## config.mk

```make
export PLATFORM = sky130hd
export DESIGN_NAME = nearest_palette_pixel_quantizer_flat
export DESIGN_NICKNAME = d
export VERILOG_FILES = /design/src/npq_pkg.sv /design/src/npq_chan_if.sv /design/src/nearest_palette_pixel_quantizer.sv /design/src/npq_palette.sv /design/src/npq_nearest.sv /design/src/npq_const_div.sv /design/src/npq_tile.sv /design/src/flat_wrapper.sv
export SDC_FILE = /design/constraint.sdc
export NUM_CORES = 2
export LEC_CHECK = 0
export ABC_CLOCK_PERIOD_IN_PS = 26200
export BUFFER_PORTS_ARGS = -buffer_cell sky130_fd_sc_hd__buf_2
export CORE_MARGIN = 4
export CORE_UTILIZATION = 61
export DETAILED_ROUTE_END_ITERATION = 12
export GPL_ROUTABILITY_DRIVEN = 0
export GPL_TIMING_DRIVEN = 0
export PLACE_DENSITY = 0.77
export SLEW_MARGIN = 40
export SYNTH_ARGS = -nofsm -noshare
export SYNTH_HDL_FRONTEND = slang
export SYNTH_SLANG_ARGS = --single-unit
```

## constraint.sdc

```tcl
create_clock -name clock -period 26.2 [get_ports clock]
set_input_delay 1.31 -clock clock [delete_from_list [all_inputs] [get_ports clock]]
set_output_delay 1.31 -clock clock [all_outputs]
set_load 0.02 [all_outputs]
```

## src/npq_pkg.sv

```systemverilog
`timescale 1ns / 1ps

package npq_pkg;

   localparam int CHAN_W = 8;
   localparam int SLOT_W = 4;
   localparam int X_W    = 7;
   localparam int Y_W    = 9;
   localparam int TILE_W = 8;
   localparam int PIX_W  = 8;
   localparam int CODE_W = 5;
   localparam int DIST_W = 10;

   localparam logic [CHAN_W-1:0] CHAN_MAX = 8'hFF;
   localparam logic [CHAN_W-1:0] CHAN_MIN = 8'h00;

   localparam logic ACTION_LOAD  = 1'b0;
   localparam logic ACTION_PIXEL = 1'b1;

   localparam logic [CODE_W-1:0] CODE_TRANSPARENT = '0;

   typedef struct packed {
      logic [CHAN_W-1:0] red;
      logic [CHAN_W-1:0] green;
      logic [CHAN_W-1:0] blue;
   } rgb_type;

   typedef struct packed {
      logic              action;
      logic [SLOT_W-1:0] palette_slot;
      logic [X_W-1:0]    pixel_x;
      logic [Y_W-1:0]    pixel_y;
      rgb_type           color;
   } req_type;

   typedef struct packed {
      logic [TILE_W-1:0] tile_index;
      logic [PIX_W-1:0]  pixel_index;
      logic [CODE_W-1:0] color_code;
   } rsp_type;

   typedef struct packed {
      logic              en;
      logic [SLOT_W-1:0] slot;
      rgb_type           color;
   } pal_wr_type;

endpackage

```

## src/npq_chan_if.sv

```systemverilog
`timescale 1ns / 1ps

interface npq_req_if;
   logic                        valid;
   logic                        ready;
   logic                        action;
   logic [npq_pkg::SLOT_W-1:0]  palette_slot;
   logic [npq_pkg::X_W-1:0]     pixel_x;
   logic [npq_pkg::Y_W-1:0]     pixel_y;
   logic [npq_pkg::CHAN_W-1:0]  red;
   logic [npq_pkg::CHAN_W-1:0]  green;
   logic [npq_pkg::CHAN_W-1:0]  blue;

   modport source (
      output valid, action, palette_slot, pixel_x, pixel_y, red, green, blue,
      input  ready
   );
   modport sink (
      input  valid, action, palette_slot, pixel_x, pixel_y, red, green, blue,
      output ready
   );
endinterface

interface npq_rsp_if;
   logic                        valid;
   logic                        ready;
   logic [npq_pkg::TILE_W-1:0]  tile_index;
   logic [npq_pkg::PIX_W-1:0]   pixel_index;
   logic [npq_pkg::CODE_W-1:0]  color_code;

   modport source (
      output valid, tile_index, pixel_index, color_code,
      input  ready
   );
   modport sink (
      input  valid, tile_index, pixel_index, color_code,
      output ready
   );
endinterface

```

## src/nearest_palette_pixel_quantizer.sv

```systemverilog
`timescale 1ns / 1ps

// Channel    Dir   Handshake     Payload
// req_chan   in    valid/ready   action, palette_slot, pixel_x, pixel_y, red, green, blue
// rsp_chan   out   valid/ready   tile_index, pixel_index, color_code
//
// One item per cycle while no result is stalled: input register, then distance
// lanes and compare tree, then result register. Palette loads take effect as
// they leave the input register; they and out-of-image pixels give no result.
// Synchronous reset clears the palette. A stalled result holds the input
// register; req_chan.ready is low in reset.

module nearest_palette_pixel_quantizer #(
   parameter int PALETTE_ENTRIES = 16,
   parameter int TILE_SIDE       = 16,
   parameter int IMAGE_WIDTH     = 128,
   parameter int IMAGE_HEIGHT    = 512
) (
   input logic        clock,
   input logic        reset,
   npq_req_if.sink    req_chan,
   npq_rsp_if.source  rsp_chan
);

   localparam int IDX_W = $clog2(PALETTE_ENTRIES);
   localparam int SUM_W = (IDX_W + 1 > npq_pkg::CODE_W) ? IDX_W + 1 : npq_pkg::CODE_W;

   npq_pkg::req_type    req_payload;
   npq_pkg::req_type    s0_data_ff;
   logic                s0_valid_ff;
   npq_pkg::rsp_type    rsp_data_in;
   npq_pkg::rsp_type    rsp_data_ff;
   logic                rsp_valid_ff;

   npq_pkg::pal_wr_type pal_wr;
   npq_pkg::rgb_type    palette [PALETTE_ENTRIES];
   logic [IDX_W-1:0]    best_idx;
   logic [SUM_W-1:0]    code_wide;
   logic                in_image;
   logic                produce;
   logic                out_free;
   logic                s0_advance;
   logic                req_ready;
   logic                magenta;

   assign req_payload.action       = req_chan.action;
   assign req_payload.palette_slot = req_chan.palette_slot;
   assign req_payload.pixel_x      = req_chan.pixel_x;
   assign req_payload.pixel_y      = req_chan.pixel_y;
   assign req_payload.color.red    = req_chan.red;
   assign req_payload.color.green  = req_chan.green;
   assign req_payload.color.blue   = req_chan.blue;

   assign in_image   = (int'(s0_data_ff.pixel_x) < IMAGE_WIDTH)
                    && (int'(s0_data_ff.pixel_y) < IMAGE_HEIGHT);
   assign produce    = (s0_data_ff.action == npq_pkg::ACTION_PIXEL) && in_image;
   assign out_free   = !rsp_valid_ff || rsp_chan.ready;
   assign s0_advance = s0_valid_ff && (!produce || out_free);
   assign req_ready  = !reset && (!s0_valid_ff || s0_advance);

   assign req_chan.ready = req_ready;

   assign pal_wr.en    = s0_valid_ff && (s0_data_ff.action == npq_pkg::ACTION_LOAD)
                      && (int'(s0_data_ff.palette_slot) < PALETTE_ENTRIES);
   assign pal_wr.slot  = s0_data_ff.palette_slot;
   assign pal_wr.color = s0_data_ff.color;

   npq_palette #(
      .ENTRIES (PALETTE_ENTRIES)
   ) u_palette (
      .clock (clock),
      .reset (reset),
      .wr    (pal_wr),
      .entry (palette)
   );

   npq_nearest #(
      .ENTRIES (PALETTE_ENTRIES)
   ) u_nearest (
      .pixel    (s0_data_ff.color),
      .entry    (palette),
      .best_idx (best_idx)
   );

   npq_tile #(
      .TILE_SIDE   (TILE_SIDE),
      .IMAGE_WIDTH (IMAGE_WIDTH)
   ) u_tile (
      .pixel_x     (s0_data_ff.pixel_x),
      .pixel_y     (s0_data_ff.pixel_y),
      .tile_index  (rsp_data_in.tile_index),
      .pixel_index (rsp_data_in.pixel_index)
   );

   assign magenta   = (s0_data_ff.color.red == npq_pkg::CHAN_MAX)
                   && (s0_data_ff.color.green == npq_pkg::CHAN_MIN)
                   && (s0_data_ff.color.blue == npq_pkg::CHAN_MAX);
   assign code_wide = SUM_W'(best_idx) + SUM_W'(1);
   assign rsp_data_in.color_code = magenta ? npq_pkg::CODE_TRANSPARENT
                                           : code_wide[npq_pkg::CODE_W-1:0];

   always_ff @(posedge clock) begin
      if (reset) begin
         s0_valid_ff  <= 1'b0;
         rsp_valid_ff <= 1'b0;
      end else begin
         if (req_ready) begin
            s0_valid_ff <= req_chan.valid;
         end
         if (s0_advance && produce) begin
            rsp_valid_ff <= 1'b1;
         end else if (rsp_chan.ready) begin
            rsp_valid_ff <= 1'b0;
         end
      end
   end

   always_ff @(posedge clock) begin
      if (req_ready && req_chan.valid) begin
         s0_data_ff <= req_payload;
      end
      if (s0_advance && produce) begin
         rsp_data_ff <= rsp_data_in;
      end
   end

   assign rsp_chan.valid       = rsp_valid_ff;
   assign rsp_chan.tile_index  = rsp_data_ff.tile_index;
   assign rsp_chan.pixel_index = rsp_data_ff.pixel_index;
   assign rsp_chan.color_code  = rsp_data_ff.color_code;

endmodule

```

## src/npq_palette.sv

```systemverilog
`timescale 1ns / 1ps

module npq_palette #(
   parameter int ENTRIES = 16
) (
   input  logic                clock,
   input  logic                reset,
   input  npq_pkg::pal_wr_type wr,
   output npq_pkg::rgb_type    entry [ENTRIES]
);

   npq_pkg::rgb_type entry_ff [ENTRIES];

   always_ff @(posedge clock) begin
      for (int i = 0; i < ENTRIES; i++) begin
         if (reset) begin
            entry_ff[i] <= '0;
         end else if (wr.en && int'(wr.slot) == i) begin
            entry_ff[i] <= wr.color;
         end
      end
   end

   always_comb begin
      for (int i = 0; i < ENTRIES; i++) begin
         entry[i] = entry_ff[i];
      end
   end

endmodule

```

## src/npq_nearest.sv

```systemverilog
`timescale 1ns / 1ps

module npq_nearest #(
   parameter int ENTRIES = 16,
   localparam int IDX_W  = $clog2(ENTRIES)
) (
   input  npq_pkg::rgb_type   pixel,
   input  npq_pkg::rgb_type   entry [ENTRIES],
   output logic [IDX_W-1:0]   best_idx
);

   localparam int LEAVES = 1 << IDX_W;

   logic [npq_pkg::DIST_W-1:0] node_dist [1:2*LEAVES-1];
   logic [IDX_W-1:0]           node_idx  [1:2*LEAVES-1];
   logic                       node_ok   [1:2*LEAVES-1];

   function automatic logic [npq_pkg::DIST_W-1:0] chan_diff(
      input logic [npq_pkg::CHAN_W-1:0] a,
      input logic [npq_pkg::CHAN_W-1:0] b
   );
      logic [npq_pkg::CHAN_W-1:0] d;
      d = (a > b) ? (a - b) : (b - a);
      return npq_pkg::DIST_W'(d);
   endfunction

   // L1 distance per lane, then a compare tree; left side wins ties
   always_comb begin
      for (int k = 0; k < LEAVES; k++) begin
         if (k < ENTRIES) begin
            node_ok[LEAVES+k]   = 1'b1;
            node_idx[LEAVES+k]  = IDX_W'(k);
            node_dist[LEAVES+k] = chan_diff(entry[k].red,   pixel.red)
                                + chan_diff(entry[k].green, pixel.green)
                                + chan_diff(entry[k].blue,  pixel.blue);
         end else begin
            node_ok[LEAVES+k]   = 1'b0;
            node_idx[LEAVES+k]  = '0;
            node_dist[LEAVES+k] = '0;
         end
      end
      for (int k = LEAVES - 1; k >= 1; k--) begin
         if (node_ok[2*k+1] && (!node_ok[2*k] || node_dist[2*k+1] < node_dist[2*k])) begin
            node_ok[k]   = 1'b1;
            node_idx[k]  = node_idx[2*k+1];
            node_dist[k] = node_dist[2*k+1];
         end else begin
            node_ok[k]   = node_ok[2*k];
            node_idx[k]  = node_idx[2*k];
            node_dist[k] = node_dist[2*k];
         end
      end
      best_idx = node_idx[1];
   end

endmodule

```

## src/npq_const_div.sv

```systemverilog
`timescale 1ns / 1ps

module npq_const_div #(
   parameter int WIDTH   = 7,
   parameter int DIVISOR = 16
) (
   input  logic [WIDTH-1:0] value,
   output logic [WIDTH-1:0] quot,
   output logic [WIDTH-1:0] rem
);

   localparam int SHIFT   = WIDTH + 1;
   localparam int RECIP   = (1 << SHIFT) / DIVISOR;
   localparam int RECIP_W = $clog2(RECIP + 1);
   localparam int PROD_W  = WIDTH + RECIP_W;

   logic [PROD_W-1:0] prod;
   logic [WIDTH-1:0]  est;
   logic [WIDTH-1:0]  back;
   logic [WIDTH-1:0]  rem0;

   // reciprocal estimate is exact or one low
   always_comb begin
      prod = PROD_W'(value) * PROD_W'(RECIP);
      est  = WIDTH'(prod >> SHIFT);
      back = est * WIDTH'(DIVISOR);
      rem0 = value - back;
      if (rem0 >= WIDTH'(DIVISOR)) begin
         quot = est + WIDTH'(1);
         rem  = rem0 - WIDTH'(DIVISOR);
      end else begin
         quot = est;
         rem  = rem0;
      end
   end

endmodule

```

## src/npq_tile.sv

```systemverilog
`timescale 1ns / 1ps

module npq_tile #(
   parameter int TILE_SIDE   = 16,
   parameter int IMAGE_WIDTH = 128
) (
   input  logic [npq_pkg::X_W-1:0]    pixel_x,
   input  logic [npq_pkg::Y_W-1:0]    pixel_y,
   output logic [npq_pkg::TILE_W-1:0] tile_index,
   output logic [npq_pkg::PIX_W-1:0]  pixel_index
);

   localparam int TILES_PER_ROW = IMAGE_WIDTH / TILE_SIDE;

   logic [npq_pkg::X_W-1:0] x_quot;
   logic [npq_pkg::X_W-1:0] x_rem;
   logic [npq_pkg::Y_W-1:0] y_quot;
   logic [npq_pkg::Y_W-1:0] y_rem;

   npq_const_div #(
      .WIDTH   (npq_pkg::X_W),
      .DIVISOR (TILE_SIDE)
   ) u_div_x (
      .value (pixel_x),
      .quot  (x_quot),
      .rem   (x_rem)
   );

   npq_const_div #(
      .WIDTH   (npq_pkg::Y_W),
      .DIVISOR (TILE_SIDE)
   ) u_div_y (
      .value (pixel_y),
      .quot  (y_quot),
      .rem   (y_rem)
   );

   // only the low field bits are kept, so products are formed at field width
   assign tile_index  = npq_pkg::TILE_W'(x_quot)
                      + npq_pkg::TILE_W'(y_quot) * npq_pkg::TILE_W'(TILES_PER_ROW);
   assign pixel_index = npq_pkg::PIX_W'(x_rem)
                      + npq_pkg::PIX_W'(y_rem) * npq_pkg::PIX_W'(TILE_SIDE);

endmodule

```

## src/flat_wrapper.sv

```systemverilog
// flat-port wrapper written by rule: the top's interface ports become plain ports
module nearest_palette_pixel_quantizer_flat 
#(
   parameter int PALETTE_ENTRIES = 16,
   parameter int TILE_SIDE       = 16,
   parameter int IMAGE_WIDTH     = 128,
   parameter int IMAGE_HEIGHT    = 512
)
  (clock, reset, req_chan_valid, req_chan_action, req_chan_palette_slot, req_chan_pixel_x, req_chan_pixel_y, req_chan_red, req_chan_green, req_chan_blue, req_chan_ready, rsp_chan_valid, rsp_chan_tile_index, rsp_chan_pixel_index, rsp_chan_color_code, rsp_chan_ready);
  npq_req_if req_chan_i ();
  npq_rsp_if rsp_chan_i ();
  input logic clock;
  input logic reset;
  input wire logic [$bits(req_chan_i.valid)-1:0] req_chan_valid;
  input wire logic [$bits(req_chan_i.action)-1:0] req_chan_action;
  input wire logic [$bits(req_chan_i.palette_slot)-1:0] req_chan_palette_slot;
  input wire logic [$bits(req_chan_i.pixel_x)-1:0] req_chan_pixel_x;
  input wire logic [$bits(req_chan_i.pixel_y)-1:0] req_chan_pixel_y;
  input wire logic [$bits(req_chan_i.red)-1:0] req_chan_red;
  input wire logic [$bits(req_chan_i.green)-1:0] req_chan_green;
  input wire logic [$bits(req_chan_i.blue)-1:0] req_chan_blue;
  output wire logic [$bits(req_chan_i.ready)-1:0] req_chan_ready;
  output wire logic [$bits(rsp_chan_i.valid)-1:0] rsp_chan_valid;
  output wire logic [$bits(rsp_chan_i.tile_index)-1:0] rsp_chan_tile_index;
  output wire logic [$bits(rsp_chan_i.pixel_index)-1:0] rsp_chan_pixel_index;
  output wire logic [$bits(rsp_chan_i.color_code)-1:0] rsp_chan_color_code;
  input wire logic [$bits(rsp_chan_i.ready)-1:0] rsp_chan_ready;
  assign req_chan_i.valid = req_chan_valid;
  assign req_chan_i.action = req_chan_action;
  assign req_chan_i.palette_slot = req_chan_palette_slot;
  assign req_chan_i.pixel_x = req_chan_pixel_x;
  assign req_chan_i.pixel_y = req_chan_pixel_y;
  assign req_chan_i.red = req_chan_red;
  assign req_chan_i.green = req_chan_green;
  assign req_chan_i.blue = req_chan_blue;
  assign req_chan_ready = req_chan_i.ready;
  assign rsp_chan_valid = rsp_chan_i.valid;
  assign rsp_chan_tile_index = rsp_chan_i.tile_index;
  assign rsp_chan_pixel_index = rsp_chan_i.pixel_index;
  assign rsp_chan_color_code = rsp_chan_i.color_code;
  assign rsp_chan_i.ready = rsp_chan_ready;
  nearest_palette_pixel_quantizer #(.PALETTE_ENTRIES(PALETTE_ENTRIES), .TILE_SIDE(TILE_SIDE), .IMAGE_WIDTH(IMAGE_WIDTH), .IMAGE_HEIGHT(IMAGE_HEIGHT)) u_core (.clock(clock), .reset(reset), .req_chan(req_chan_i), .rsp_chan(rsp_chan_i));
endmodule
```

==> key figures <==
CTS
  – TritonCTS clock tree: yes
  – CTS clk-pin slew, worst paths: 0.07 ns
  – Buffer depth of the longest clock path: 3
  – Clk sinks: 452
  – CTS Hold Bufs: 0
  – CTS HTree Levels: 2
  – Clk_lat worst skew: 0.68 ns
  – CTS root buffer: clkbuf_16
  – Post-CTS Setup Inserts: 0
  – Num CTS Buffers: 55
  – Post-cts sizing count: 0

Status
  – Outcome: complete, no violations

Global route
  – GR Overflow Total: 0
  – Global-route wire length before repair: 277000 um
  – All-Layer GR Usage: 36.6%
  – Vias in the first global route: 47566
  – Antenna violations before repair: 4
  – Largest net degree at the start of global routing: 39

Route
  – First-pass detailed-route iteration total: 7
  – Metal3 WL: 21700 um
  – Initial DRC count: 5266
  – Top routing layer in use: met5
  – Wire length per cell: 23.7 um
  – DRT Wirelength: 185000 um
  – Residual DRC count: 0
  – M1 wire length: 73500 um
  – Routed via count: 49195
  – Vias per cell: 6.31
  – Length of routed met2 wiring: 75100 um
  – Final ANT Viol Nets: 0

Logic synthesis
  – Count leader, synth: ha_1
  – Synth top area cells: edfxtp_1 (23%), ha_1 (21%), fa_1 (8.3%)
  – Post-synth top area share: 23.4%
  – Synth Register Bits: 452
  – Fraction of synthesis flops using an asynchronous set or reset pin: 0%
  – Most used DFF post-synth: edfxtp_1
  – Area of the mapped netlist: 0.0577 sq mm
  – Sequential share of the synthesized area: 23.5%
  – EDFF count, synth: 450
  – Syn Area/Cell: 9.22 sq um
  – Synth warn: 0
  – Mapped Cells: 6260
  – Post-synth top cells: ha_1 (960), inv_1 (872), a21oi_1 (457)
  – Cell accounting for the most synthesized area: edfxtp_1
  – Distinct cell type count of the synthesized netlist: 81
  – Syn nets: 7509

STA
  – Final period utilization: 65.3%
  – RSZ-0062 raised after global routing: false
  – Fin Clk Skew: 0.0354 ns
  – Finish-stage setup viols: 0
  – Setup TNS: 0 ns
  – Final hold vios: 0
  – Fin crit period: 17.10 ns
  – Fmax achieved: 58.5 MHz
  – Final slew viol count: 0
  – Max_slew headroom: 34.0%
  – Worst slew pin tran: 0.991 ns

Critical path
  – CP max stage cell: clkinv_1
  – Startpoint types: flip-flop
  – Largest stage delay on the critical path: 0.70 ns
  – Type of the worst setup path: reg2reg
  – Most frequent CP cell: a21o_1
  – Worst Path Required: 26.62 ns
  – Crit end category: flip-flop
  – Delay-heaviest family, CP: compound AO/OA/AOI/OAI gates
  – Critical path buffers and inverters: 9
  – CP arrival: 17.52 ns
  – CP max FO: 19

Placed design
  – Dpl hpwl: 145000 um
  – I/O Buffers: 71

Run
  – Max Cap Viol: 0

Floorplanning
  – Die height: 316 um
  – Number of I/O pins: 72
  – Die area: 0.0996 sq mm
  – Die X: 316 um
  – Core ar.: 0.0936 sq mm
  – # rows: 112
  – Initial core utilization: 61.6%

Layout
  – Layout cell share with drive strength beyond 1: 7.25%
  – Fill cells: 7429
  – Reg area: 0.0136 sq mm
  – Final #Nets: 7744
  – Synth-to-layout area growth: 9.65%
  – Multi-input logic area: 0.0399 sq mm

Hold path
  – Type of the worst min-delay path: reg2reg
## logic make-up (layout without fill, tap and decap cells)
| kind of cell | count (synthesis) | after routing | share of synthesized area [%] |
|---|---|---|---|
| compound gates | 1524 | 1524 | 17.2 |
| xor+xnor | 368 | 368 | 5.58 |
| fa+ha+maj | 1204 | 1204 | 29.2 |
| buf+inv | 1139 | 1420 | 7.46 |
| flops | 452 | 452 | 23.5 |
| mux | 353 | 353 | 6.39 |
| other cells | 0 | 1 | 0 |
| simple gates | 1220 | 1220 | 10.7 |
## cell type report
| cell class | count | share of cell area, % |
|---|---|---|
| Clock buffer | 59 | 2.27 |
| Tap cell | 1254 | 2.48 |
| Multi-Input combinational cell | 4669 | 63.1 |
| Antenna cell | 1 | 0.00395 |
| Clock inverter | 44 | 0.771 |
| Inverter | 897 | 5.32 |
| Buffer | 242 | 1.64 |
| Sequential cell | 452 | 21.4 |
| Timing Repair Buffer | 178 | 3.02 |
## cells in the final DEF, fill, tap and decap left out, types with 232 or more instances in the layout
| cell type | synthesis | final |
|---|---|---|
| a21o_1 | 285 | 276 |
| a21oi_1 | 457 | 457 |
| edfxtp_1 | 450 | 450 |
| fa_1 | 240 | 240 |
| ha_1 | 960 | 960 |
| inv_1 | 872 | 872 |
| mux2i_1 | 232 | 232 |
| nor3_1 | 412 | 412 |
| o21ai_0 | 274 | 274 |
| xnor2_1 | 286 | 286 |
## state kept, by name, indices dropped and copies added, names as in the netlist
name / count
u_core.produce: 1
u_core.s0_valid_ff: 1
u_core.pal_wr: 28
u_core.rsp_chan.color_code: 5
u_core.rsp_chan.pixel_index: 8
u_core.u_palette.entry_ff: 384
u_core.rsp_chan.tile_index: 8
u_core.s0_data_ff: 16
u_core.rsp_chan.valid: 1
## path summary, 6_finish.rpt
path | from | end | slack [ns] | cells past startpoint
max | u_core.pal_wr[9] | u_core.rsp_chan.color_code[1] | 9.10 | 65
min | u_core.s0_data_ff[27] | u_core.rsp_chan.pixel_index[7] | 0.42 | 0
max reg2reg | u_core.pal_wr[9] | u_core.rsp_chan.color_code[1] | 9.10 | 65
min reg2reg | u_core.s0_data_ff[27] | u_core.rsp_chan.pixel_index[7] | 0.42 | 0
## per-layer routing
layer  global-route usage, %  vias to the layer above
met1                    49.7                    23371
li1                        -                    22583
met5                       0                        -
met2                    53.8                     2572
met3                    7.53                      667
met4                    22.4                        2
## stage by stage
step	cell area, sq um	hold slack [ns]	utilization (%)	instances	setup WS [ns]
after floorplan	57700	0.400	-	6260	11.18
after global placement	59600	0.401	63.7	7585	5.60
after detailed placement	61400	0.405	65.5	7692	9.83
after CTS	63300	0.422	67.6	7795	9.66
after global routing	63300	0.432	67.6	7795	8.47
final	63300	0.421	67.6	7796	9.10
Power is left out: the tool's default activity adds up to more than one toggle a clock period on the data nets, which glitch-free logic cannot reach.
